## src/hw/rtl/assert_macros.svh

```systemverilog
// ----------------------------------------------------------------------------
// assertion macros
// shared concurrent assertion forms, clocked on clock, off during reset
// ----------------------------------------------------------------------------
`ifndef ASSERT_MACROS_SVH
`define ASSERT_MACROS_SVH

// condition holds at every edge
`define ASSERT_ALWAYS(label, cond, msg) \
   label: assert property (@(posedge clock) disable iff (reset) (cond)) else $error(msg);

// condition in one cycle implies consequence in the next
`define ASSERT_NEXT(label, ante, cons, msg) \
   label: assert property (@(posedge clock) disable iff (reset) (ante) |=> (cons)) \
      else $error(msg);

`endif

```

## src/hw/rtl/sgr_pkg.sv

```systemverilog
// ----------------------------------------------------------------------------
// sgr_pkg
// constants, font table and character lookup for the glyph rasterizer
// ----------------------------------------------------------------------------
package sgr_pkg;

   localparam int GLYPH_COLUMNS  = 5;
   localparam int GLYPH_ROWS     = 8;
   localparam int FONT_COLS_MAX  = 8;
   localparam int GLYPH_COUNT    = 33;
   localparam int GLYPH_BITS     = 6;
   localparam int COL_BITS       = 3;
   localparam int ROW_BITS       = 3;
   localparam int FONT_DEPTH     = GLYPH_COUNT * FONT_COLS_MAX;
   localparam int FONT_ADDR_BITS = $clog2(FONT_DEPTH);
   localparam int LINE_BITS      = 8;

   localparam int COORD_BITS     = 10;
   localparam int POS_BITS       = 11;
   localparam int CODE_BITS      = 8;
   localparam int COLOR_BITS     = 16;
   localparam int SCALE_BITS     = 4;
   localparam int CSR_INDEX_BITS = 1;

   localparam logic [COORD_BITS-1:0] SCREEN_WIDTH_RESET  = 10'd240;
   localparam logic [COORD_BITS-1:0] SCREEN_HEIGHT_RESET = 10'd320;

   typedef enum logic [CSR_INDEX_BITS-1:0] {
      REG_SCREEN_WIDTH  = 1'b0,
      REG_SCREEN_HEIGHT = 1'b1
   } csr_index_type;

   typedef struct packed {
      logic                  known;
      logic [GLYPH_BITS-1:0] glyph;
   } glyph_lookup_type;

   localparam logic [LINE_BITS-1:0] FONT_ROM [GLYPH_COUNT][FONT_COLS_MAX] = '{
      '{8'h00, 8'h00, 8'h00, 8'h00, 8'h00, 8'h00, 8'h00, 8'h00},
      '{8'h3E, 8'h51, 8'h49, 8'h45, 8'h3E, 8'h00, 8'h00, 8'h00},
      '{8'h00, 8'h42, 8'h7F, 8'h40, 8'h00, 8'h00, 8'h00, 8'h00},
      '{8'h42, 8'h61, 8'h51, 8'h49, 8'h46, 8'h00, 8'h00, 8'h00},
      '{8'h21, 8'h41, 8'h45, 8'h4B, 8'h31, 8'h00, 8'h00, 8'h00},
      '{8'h18, 8'h14, 8'h12, 8'h7F, 8'h10, 8'h00, 8'h00, 8'h00},
      '{8'h27, 8'h45, 8'h45, 8'h45, 8'h39, 8'h00, 8'h00, 8'h00},
      '{8'h3C, 8'h4A, 8'h49, 8'h49, 8'h30, 8'h00, 8'h00, 8'h00},
      '{8'h01, 8'h71, 8'h09, 8'h05, 8'h03, 8'h00, 8'h00, 8'h00},
      '{8'h36, 8'h49, 8'h49, 8'h49, 8'h36, 8'h00, 8'h00, 8'h00},
      '{8'h06, 8'h49, 8'h49, 8'h29, 8'h1E, 8'h00, 8'h00, 8'h00},
      '{8'h00, 8'h36, 8'h36, 8'h00, 8'h00, 8'h00, 8'h00, 8'h00},
      '{8'h7C, 8'h12, 8'h11, 8'h12, 8'h7C, 8'h00, 8'h00, 8'h00},
      '{8'h7F, 8'h49, 8'h49, 8'h49, 8'h36, 8'h00, 8'h00, 8'h00},
      '{8'h7F, 8'h41, 8'h41, 8'h22, 8'h1C, 8'h00, 8'h00, 8'h00},
      '{8'h7F, 8'h49, 8'h49, 8'h49, 8'h41, 8'h00, 8'h00, 8'h00},
      '{8'h7F, 8'h09, 8'h09, 8'h09, 8'h01, 8'h00, 8'h00, 8'h00},
      '{8'h3E, 8'h41, 8'h49, 8'h49, 8'h7A, 8'h00, 8'h00, 8'h00},
      '{8'h7F, 8'h08, 8'h08, 8'h08, 8'h7F, 8'h00, 8'h00, 8'h00},
      '{8'h00, 8'h41, 8'h7F, 8'h41, 8'h00, 8'h00, 8'h00, 8'h00},
      '{8'h7F, 8'h40, 8'h40, 8'h40, 8'h40, 8'h00, 8'h00, 8'h00},
      '{8'h7F, 8'h02, 8'h0C, 8'h02, 8'h7F, 8'h00, 8'h00, 8'h00},
      '{8'h7F, 8'h04, 8'h08, 8'h10, 8'h7F, 8'h00, 8'h00, 8'h00},
      '{8'h3E, 8'h41, 8'h41, 8'h41, 8'h3E, 8'h00, 8'h00, 8'h00},
      '{8'h7F, 8'h09, 8'h09, 8'h09, 8'h06, 8'h00, 8'h00, 8'h00},
      '{8'h7F, 8'h09, 8'h19, 8'h29, 8'h46, 8'h00, 8'h00, 8'h00},
      '{8'h46, 8'h49, 8'h49, 8'h49, 8'h31, 8'h00, 8'h00, 8'h00},
      '{8'h01, 8'h01, 8'h7F, 8'h01, 8'h01, 8'h00, 8'h00, 8'h00},
      '{8'h3F, 8'h40, 8'h40, 8'h40, 8'h3F, 8'h00, 8'h00, 8'h00},
      '{8'h03, 8'h04, 8'h78, 8'h04, 8'h03, 8'h00, 8'h00, 8'h00},
      '{8'h00, 8'h41, 8'h36, 8'h08, 8'h00, 8'h00, 8'h00, 8'h00},
      '{8'h00, 8'h00, 8'h7F, 8'h00, 8'h00, 8'h00, 8'h00, 8'h00},
      '{8'h63, 8'h14, 8'h08, 8'h14, 8'h63, 8'h00, 8'h00, 8'h00}
   };

   function automatic glyph_lookup_type glyph_lookup(input logic [CODE_BITS-1:0] code);
      glyph_lookup_type res;
      logic [CODE_BITS-1:0] digit;
      res.known = 1'b1;
      res.glyph = '0;
      digit = code - 8'h2F;
      case (code) inside
         8'h20:          res.glyph = 6'd0;
         [8'h30:8'h39]:  res.glyph = digit[GLYPH_BITS-1:0];
         8'h3A:          res.glyph = 6'd11;
         8'h41:          res.glyph = 6'd12;
         8'h43:          res.glyph = 6'd13;
         8'h44:          res.glyph = 6'd14;
         8'h45:          res.glyph = 6'd15;
         8'h46:          res.glyph = 6'd16;
         8'h47:          res.glyph = 6'd17;
         8'h48:          res.glyph = 6'd18;
         8'h49:          res.glyph = 6'd19;
         8'h4C:          res.glyph = 6'd20;
         8'h4D:          res.glyph = 6'd21;
         8'h4E:          res.glyph = 6'd22;
         8'h4F:          res.glyph = 6'd23;
         8'h50:          res.glyph = 6'd24;
         8'h52:          res.glyph = 6'd25;
         8'h53:          res.glyph = 6'd26;
         8'h54:          res.glyph = 6'd27;
         8'h56:          res.glyph = 6'd28;
         8'h59:          res.glyph = 6'd29;
         8'h2F:          res.glyph = 6'd30;
         8'h6C:          res.glyph = 6'd31;
         8'h78:          res.glyph = 6'd32;
         default:        res.known = 1'b0;
      endcase
      return res;
   endfunction

endpackage

```

## src/hw/rtl/scaled_glyph_rasterizer.sv

```systemverilog
// ----------------------------------------------------------------------------
// scaled_glyph_rasterizer
// draws one font character as a list of clipped, scaled filled squares
// ----------------------------------------------------------------------------
// flow: a character passes through a fetch state, the 5 x 8 dot scan of the font ram
//   and a flush state; a new character is taken only while idle; unknown codes and
//   scale zero are dropped without leaving idle
// reset: font ram is loaded from the package table with busy high
// results cannot be stalled; squares leave one per cycle at most
// ----------------------------------------------------------------------------
module scaled_glyph_rasterizer (
   input  logic                                clock,
   input  logic                                reset,
   input  logic                                start,
   output logic                                busy,
   input  logic [sgr_pkg::COORD_BITS-1:0]      req_x_origin,
   input  logic [sgr_pkg::COORD_BITS-1:0]      req_y_origin,
   input  logic [sgr_pkg::CODE_BITS-1:0]       req_char_code,
   input  logic [sgr_pkg::COLOR_BITS-1:0]      req_pen_color,
   input  logic [sgr_pkg::SCALE_BITS-1:0]      req_scale,
   output logic                                rsp_valid,
   output logic [sgr_pkg::COORD_BITS-1:0]      rsp_rect_x,
   output logic [sgr_pkg::COORD_BITS-1:0]      rsp_rect_y,
   output logic [sgr_pkg::SCALE_BITS-1:0]      rsp_rect_width,
   output logic [sgr_pkg::SCALE_BITS-1:0]      rsp_rect_height,
   output logic [sgr_pkg::COLOR_BITS-1:0]      rsp_fill_color,
   output logic                                rsp_last_of_char,
   input  logic                                csr_valid,
   output logic                                csr_ready,
   input  logic [sgr_pkg::CSR_INDEX_BITS-1:0]  csr_index,
   input  logic [sgr_pkg::COORD_BITS-1:0]      csr_wdata
);

   import sgr_pkg::*;

`include "assert_macros.svh"

   typedef enum logic [2:0] {
      ST_LOAD,
      ST_IDLE,
      ST_FETCH,
      ST_SCAN,
      ST_FLUSH
   } state_type;

   state_type                 state_ff;
   logic [FONT_ADDR_BITS-1:0] load_addr_ff;

   logic [COORD_BITS-1:0]     screen_width_ff;
   logic [COORD_BITS-1:0]     screen_height_ff;

   logic [GLYPH_BITS-1:0]     glyph_ff;
   logic [COORD_BITS-1:0]     y_origin_ff;
   logic [COLOR_BITS-1:0]     color_ff;
   logic [SCALE_BITS-1:0]     scale_ff;
   logic [COL_BITS-1:0]       col_ff;
   logic [ROW_BITS-1:0]       row_ff;
   logic [POS_BITS-1:0]       pos_x_ff;
   logic [POS_BITS-1:0]       pos_y_ff;

   logic                      pend_valid_ff;
   logic [COORD_BITS-1:0]     pend_x_ff;
   logic [COORD_BITS-1:0]     pend_y_ff;
   logic [SCALE_BITS-1:0]     pend_w_ff;
   logic [SCALE_BITS-1:0]     pend_h_ff;

   logic                      rsp_valid_ff;
   logic [COORD_BITS-1:0]     rsp_rect_x_ff;
   logic [COORD_BITS-1:0]     rsp_rect_y_ff;
   logic [SCALE_BITS-1:0]     rsp_rect_width_ff;
   logic [SCALE_BITS-1:0]     rsp_rect_height_ff;
   logic [COLOR_BITS-1:0]     rsp_fill_color_ff;
   logic                      rsp_last_of_char_ff;

   glyph_lookup_type          lookup;
   logic                      accept;
   logic                      load_wr_en;
   logic [LINE_BITS-1:0]      load_data_in;
   logic [FONT_ADDR_BITS-1:0] rd_addr;
   logic [LINE_BITS-1:0]      rd_line;
   logic [COL_BITS-1:0]       col_read_in;
   logic                      row_last;
   logic                      col_last;
   logic                      dot;
   logic                      on_screen;
   logic [POS_BITS-1:0]       room_x;
   logic [POS_BITS-1:0]       room_y;
   logic [SCALE_BITS-1:0]     clip_w_in;
   logic [SCALE_BITS-1:0]     clip_h_in;
   logic [POS_BITS-1:0]       scale_ext;

   // font table load port
   assign load_wr_en   = (state_ff == ST_LOAD);
   assign load_data_in = FONT_ROM[load_addr_ff[FONT_ADDR_BITS-1:COL_BITS]]
                                 [load_addr_ff[COL_BITS-1:0]];

   assign row_last    = (row_ff == ROW_BITS'(GLYPH_ROWS - 1));
   assign col_last    = (col_ff == COL_BITS'(GLYPH_COLUMNS - 1));
   assign col_read_in = (state_ff == ST_SCAN && row_last) ? col_ff + 1'b1 : col_ff;
   assign rd_addr     = FONT_ADDR_BITS'({glyph_ff, col_read_in});

   sgr_ram #(
      .WIDTH (LINE_BITS),
      .DEPTH (FONT_DEPTH)
   ) u_font_ram (
      .clock   (clock),
      .wr_en   (load_wr_en),
      .wr_addr (load_addr_ff),
      .wr_data (load_data_in),
      .rd_addr (rd_addr),
      .rd_data (rd_line)
   );

   assign lookup    = glyph_lookup(req_char_code);
   assign accept    = start && !busy;
   assign busy      = (state_ff != ST_IDLE);
   assign csr_ready = 1'b1;

   // clipping of the square at the current dot
   assign scale_ext = POS_BITS'(scale_ff);
   assign dot       = rd_line[row_ff];
   assign on_screen = (pos_x_ff < POS_BITS'(screen_width_ff)) &&
                      (pos_y_ff < POS_BITS'(screen_height_ff));
   assign room_x    = POS_BITS'(screen_width_ff) - pos_x_ff;
   assign room_y    = POS_BITS'(screen_height_ff) - pos_y_ff;
   assign clip_w_in = (room_x > scale_ext) ? scale_ff : room_x[SCALE_BITS-1:0];
   assign clip_h_in = (room_y > scale_ext) ? scale_ff : room_y[SCALE_BITS-1:0];

   always_ff @(posedge clock) begin
      if (reset) begin
         screen_width_ff  <= SCREEN_WIDTH_RESET;
         screen_height_ff <= SCREEN_HEIGHT_RESET;
      end else if (csr_valid && csr_ready) begin
         case (csr_index_type'(csr_index))
            REG_SCREEN_WIDTH:  screen_width_ff  <= csr_wdata;
            REG_SCREEN_HEIGHT: screen_height_ff <= csr_wdata;
            default: ;
         endcase
      end
   end

   always_ff @(posedge clock) begin
      if (reset) begin
         state_ff      <= ST_LOAD;
         load_addr_ff  <= '0;
         pend_valid_ff <= 1'b0;
         rsp_valid_ff  <= 1'b0;
         col_ff        <= '0;
         row_ff        <= '0;
      end else begin
         rsp_valid_ff <= 1'b0;
         case (state_ff)
            ST_LOAD: begin
               load_addr_ff <= load_addr_ff + 1'b1;
               if (load_addr_ff == FONT_ADDR_BITS'(FONT_DEPTH - 1)) begin
                  state_ff <= ST_IDLE;
               end
            end
            ST_IDLE: begin
               if (accept) begin
                  glyph_ff      <= lookup.glyph;
                  y_origin_ff   <= req_y_origin;
                  color_ff      <= req_pen_color;
                  scale_ff      <= req_scale;
                  pos_x_ff      <= POS_BITS'(req_x_origin);
                  pos_y_ff      <= POS_BITS'(req_y_origin);
                  col_ff        <= '0;
                  row_ff        <= '0;
                  pend_valid_ff <= 1'b0;
                  if (lookup.known && req_scale != '0) begin
                     state_ff <= ST_FETCH;
                  end
               end
            end
            ST_FETCH: begin
               state_ff <= ST_SCAN;
            end
            ST_SCAN: begin
               // hold one square back so the final one can be flagged
               if (dot && on_screen) begin
                  if (pend_valid_ff) begin
                     rsp_valid_ff        <= 1'b1;
                     rsp_rect_x_ff       <= pend_x_ff;
                     rsp_rect_y_ff       <= pend_y_ff;
                     rsp_rect_width_ff   <= pend_w_ff;
                     rsp_rect_height_ff  <= pend_h_ff;
                     rsp_fill_color_ff   <= color_ff;
                     rsp_last_of_char_ff <= 1'b0;
                  end
                  pend_valid_ff <= 1'b1;
                  pend_x_ff     <= pos_x_ff[COORD_BITS-1:0];
                  pend_y_ff     <= pos_y_ff[COORD_BITS-1:0];
                  pend_w_ff     <= clip_w_in;
                  pend_h_ff     <= clip_h_in;
               end
               if (row_last) begin
                  row_ff   <= '0;
                  col_ff   <= col_ff + 1'b1;
                  pos_x_ff <= pos_x_ff + scale_ext;
                  pos_y_ff <= POS_BITS'(y_origin_ff);
                  if (col_last) begin
                     state_ff <= ST_FLUSH;
                  end
               end else begin
                  row_ff   <= row_ff + 1'b1;
                  pos_y_ff <= pos_y_ff + scale_ext;
               end
            end
            ST_FLUSH: begin
               if (pend_valid_ff) begin
                  rsp_valid_ff        <= 1'b1;
                  rsp_rect_x_ff       <= pend_x_ff;
                  rsp_rect_y_ff       <= pend_y_ff;
                  rsp_rect_width_ff   <= pend_w_ff;
                  rsp_rect_height_ff  <= pend_h_ff;
                  rsp_fill_color_ff   <= color_ff;
                  rsp_last_of_char_ff <= 1'b1;
               end
               pend_valid_ff <= 1'b0;
               state_ff      <= ST_IDLE;
            end
            default: begin
               state_ff <= ST_IDLE;
            end
         endcase
      end
   end

   assign rsp_valid        = rsp_valid_ff;
   assign rsp_rect_x       = rsp_rect_x_ff;
   assign rsp_rect_y       = rsp_rect_y_ff;
   assign rsp_rect_width   = rsp_rect_width_ff;
   assign rsp_rect_height  = rsp_rect_height_ff;
   assign rsp_fill_color   = rsp_fill_color_ff;
   assign rsp_last_of_char = rsp_last_of_char_ff;

   `ASSERT_ALWAYS(a_rect_nonzero, !rsp_valid || (rsp_rect_width != '0 && rsp_rect_height != '0), "empty square emitted")
   `ASSERT_ALWAYS(a_rsp_after_busy, !rsp_valid || $past(busy), "square emitted while idle")
   `ASSERT_NEXT(a_last_ends_char, rsp_valid && rsp_last_of_char, !rsp_valid, "square after last of char")
   `ASSERT_NEXT(a_pend_cleared, state_ff == ST_FLUSH, !pend_valid_ff && state_ff == ST_IDLE, "held square left after flush")

endmodule

```

## src/hw/rtl/sgr_ram.sv

```systemverilog
// ----------------------------------------------------------------------------
// sgr_ram
// generic single write, single read ram with registered read data
// ----------------------------------------------------------------------------
module sgr_ram #(
   parameter int WIDTH = 8,
   parameter int DEPTH = 256
) (
   input  logic                     clock,
   input  logic                     wr_en,
   input  logic [$clog2(DEPTH)-1:0] wr_addr,
   input  logic [WIDTH-1:0]         wr_data,
   input  logic [$clog2(DEPTH)-1:0] rd_addr,
   output logic [WIDTH-1:0]         rd_data
);

   logic [WIDTH-1:0] mem [DEPTH];
   logic [WIDTH-1:0] rd_data_ff;

   always_ff @(posedge clock) begin
      if (wr_en) begin
         mem[wr_addr] <= wr_data;
      end
      rd_data_ff <= mem[rd_addr];
   end

   assign rd_data = rd_data_ff;

endmodule
```

## config.mk

```make
export PLATFORM = sky130hd
export DESIGN_NAME = scaled_glyph_rasterizer
export DESIGN_NICKNAME = d
export VERILOG_FILES = /design/src/hw/rtl/sgr_pkg.sv /design/src/hw/rtl/scaled_glyph_rasterizer.sv /design/src/hw/rtl/sgr_ram.sv
export VERILOG_INCLUDE_DIRS = /design/src /design/src/hw/rtl
export SDC_FILE = /design/constraint.sdc
export NUM_CORES = 2
export LEC_CHECK = 0
export ABC_AREA = 1
export BUFFER_PORTS_ARGS = -buffer_cell sky130_fd_sc_hd__buf_4
export CAP_MARGIN = 10
export CORE_UTILIZATION = 32
export DETAILED_ROUTE_END_ITERATION = 7
export PLACE_DENSITY = 0.52
export SETUP_SLACK_MARGIN = 0.05
export SYNTH_ARGS = -nofsm -noshare
export SYNTH_HDL_FRONTEND = slang
export SYNTH_SLANG_ARGS = --single-unit
```

## constraint.sdc

```tcl
create_clock -name clock -period 47.4 [get_ports clock]
set_clock_uncertainty 0.15 [all_clocks]
set_input_delay 2.37 -clock clock [delete_from_list [all_inputs] [get_ports clock]]
set_output_delay 2.37 -clock clock [all_outputs]
set_load 0.02 [all_outputs]
```

==> results.py <==
metrics = {
    "cts": {
        "ctsResizeCount": 0,
        "worstSkewPairLatency_ns": 0.87,
        "post_cts_buffers": 0,
        "htree_levels": 4,
        "cts_tree": "yes",
        "numCtsBuffers": 209,
        "cts_hold_buf": 0,
        "cts_root_buffer": "clkbuf_16",
        "clkSinkCount": 2026,
        "clkTransAtPathRegs_ns": 0.07,
        "cts_buffer_depth": 3,
    },
    "logic_synthesis": {
        "synthFlopType": "edfxtp_1",
        "yosysMostFrequentCell": "nand2_1",
        "syn_avg_cell_area_um2": 10.4,
        "ys_types": 49,
        "ys_warn_count": 0,
        "syn-cell-area_um2": 89400,
        "ys_seq_area_frac": 0.675,
        "synthArstFlopShare": 0,
        "synth_top_area_frac": 0.665,
        "synthCells": 8607,
        "synth_area_leaders": "edfxtp_1, nand2_1, nand3_1",
        "synth_commonest_cells": "nand2_1, edfxtp_1, nand3_1, inv_1, nor2_1",
        "synth_largest_area_cell": "edfxtp_1",
        "synth_nets": 8741,
        "synth-seq-cells": 2026,
        "synth_edf_count": 1979,
    },
    "global_routing": {
        "grt_pass1_wl_um": 388000,
        "antenna_found_initial": 13,
        "grt_max_degree": 196,
        "gr-total-overflow": 0,
        "grtUsageTotal": 0.184,
        "grt_pass1_vias": 58685,
    },
    "sta": {
        "fin_crit_sh": 0.147,
        "fmax_mhz": 143,
        "final-hold-violation-count": 0,
        "tightest_slew_ns": 1.22,
        "final.setup.tns_ns": 0,
        "slew_violations": 0,
        "maxSlewHeadroom": 0.185,
        "final-setup-viol-count": 0,
        "min_period_ns": 6.98,
        "rsz0062_at_grt": "false",
    },
    "worst_setup_path": {
        "cp-start-kind": "flip-flop",
        "critPathBufInv": 4,
        "cp.arrival_ns": 7.63,
        "slowest_stage": "buf_4",
        "cpPeakStageDelay_ns": 0.86,
        "worstSetupPathType": "flip-flop to flip-flop",
        "path_max_fanout": 195,
        "crit_chain": "ha_1 > ha_1 > nand4_4 > nand2_2 > nand2_8 > buf_4 > buf_12 > buf_12 > buf_4 > nand2_1 > nand2_1 > nand2_1 > nand3_1 > nand3_1 > nand3_1 > nand3_1 > nand3_1 > nand3_1 > nand2_1 > nand2_1 > nand2_1",
        "critical-path-top-delay-family": "buffers and inverters",
        "endpoint_kind": "flip-flop",
        "required_ns": 48.05,
    },
    "drt": {
        "wl_per_cell_um": 21.2,
        "drtAntennaViolNets": 0,
        "via_per_inst": 4.91,
        "drtIter0Drc": 5913,
        "drc": 0,
        "dr_total_vias": 61077,
        "firstDrtPassIters": 6,
        "wl_um": 263000,
    },
    "run": {
        "cap_violations": 0,
    },
    "layout": {
        "fillers": 27464,
        "area.growth.synth_to_final_pct": 12.2,
        "multi_input_area_um2": 22500,
        "nNetsFinal": 8685,
        "final-instance-count-excl-fill": 12441,
        "final_layout_size_suffix_gt1_frac": 0.0629,
        "regArea_um2": 60400,
        "design_area_um2": 100000,
        "fin_util": 0.362,
    },
    "floorplanning": {
        "die_x_um": 530,
        "dieHeight_um": 530,
        "ioPinCount": 111,
        "initial_utilization": 0.322,
        "die_area_um2": 281000,
        "core-area_um2": 277000,
        "rows": 193,
    },
    "placed_design": {
        "dp.cells": 12045,
        "dpl.hpwl_um": 151000,
        "routabilityCongestion": 0.865,
        "port_buffers": 109,
        "placed_area_um2": 93500,
    },
    "pwr": {
        "vdd_drop_max_uv": 32.5,
        "total_power_uw": 3670,
        "p_leak_uw": 0.0397,
        "power.density_nw_per_um2": 36.6,
    },
    "run_status": {
        "status": "complete, no violations",
    },
    "worst_hold_path": {
        "worstHoldPathType": "flip-flop to flip-flop",
    },
}
## final timing paths
| kind | start | to | slack [ns] | cells after the start |
|---|---|---|---|---|
| worst max register to register | row_ff[0] | u_font_ram.rd_data[1] | 40.42 | 21 |
| worst max-delay path | row_ff[0] | u_font_ram.rd_data[1] | 40.42 | 21 |
| worst min register to register | pend_y_ff[2] | rsp_rect_y[2] | 0.27 | 0 |
| worst min-delay path | pend_y_ff[2] | rsp_rect_y[2] | 0.27 | 0 |
## cells by family (layout without fill, tap and decap cells)
kind of cell,count (synthesis),after routing,share of synthesized area
xor+xnor,23,23,0.00225
simple gates,4447,4447,0.208
flops,2026,2026,0.675
buf+inv,1628,1753,0.0749
fa+ha+maj,71,71,0.0103
compound gates,411,411,0.0289
other cells,1,5,0.0000420
## power breakdown
group / switching (uW) / internal, uW / total (uW)
Sequential: 2.27 / 1960 / 1960
Combinational: 51.3 / 13.4 / 64.7
Clock: 716 / 924 / 1640
## placed cells by master, fill, tap and decap left out, drive strengths merged, types with 3 or more instances in the layout
| cell | count |
|---|---|
| nand2 | 2561 |
| edfxtp | 1979 |
| nand3 | 1390 |
| inv | 1171 |
| nor2 | 441 |
| clkbuf | 246 |
| buf | 194 |
| o211ai | 129 |
| o21ai | 128 |
| clkinv | 114 |
| a21oi | 76 |
| ha | 67 |
| dfxtp | 47 |
| nor3 | 30 |
| xor2 | 19 |
| bufinv | 18 |
| o22ai | 17 |
| nand4 | 15 |
| clkinvlp | 10 |
| o31ai | 9 |
| o21bai | 8 |
| nand3b | 7 |
| o21a | 7 |
| a31oi | 5 |
| a32o | 5 |
| diode | 4 |
| a211oi | 4 |
| xnor2 | 4 |
| a22oi | 4 |
| fa | 4 |
| or2 | 3 |
| a221oi | 3 |
| o2111ai | 3 |
## metal layers
metal,global-route usage,share of wire
met4,0.0607,0.031
met3,0.0271,0.068
met5,0,0.00011
met1,0.255,0.44
met2,0.295,0.46
## state kept, by name, indices dropped and copies added (netlist names), 3 cells and up
register,flops
rsp_fill_color,16
u_font_ram.mem,1848
y_origin_ff,10
pend_x_ff,10
col_ff,3
rsp_rect_y,10
pos_x_ff,11
rsp_rect_width,4
color_ff,16
pend_y_ff,10
scale_ff,4
pend_h_ff,4
rsp_rect_height,4
pend_w_ff,4
u_font_ram.rd_data,7
screen_width_ff,10
glyph_ff,6
screen_height_ff,10
row_ff,3
state_ff,3
rsp_rect_x,10
pos_y_ff,11
load_addr_ff,9
## final cells by class
type | instances | share of cell area
inverter | 1167 | 0.0438
tap | 3705 | 0.0462
sequential | 2026 | 0.602
multi-input combinational | 4953 | 0.224
clock buffer | 246 | 0.0545
antenna | 4 | 0.0000998
timing repair buffer | 194 | 0.0156
clock inverter | 146 | 0.0132
## per-stage QoR
step | setup slack, ns | hold WS, ns
after floorplan | 28.23 | 0.250
after global placement | 40.63 | 0.252
after detailed placement | 40.56 | 0.255
final | 40.42 | 0.267
after CTS | 40.52 | 0.268
after global routing | 40.02 | 0.273
Power figures use the tool's default switching activity.
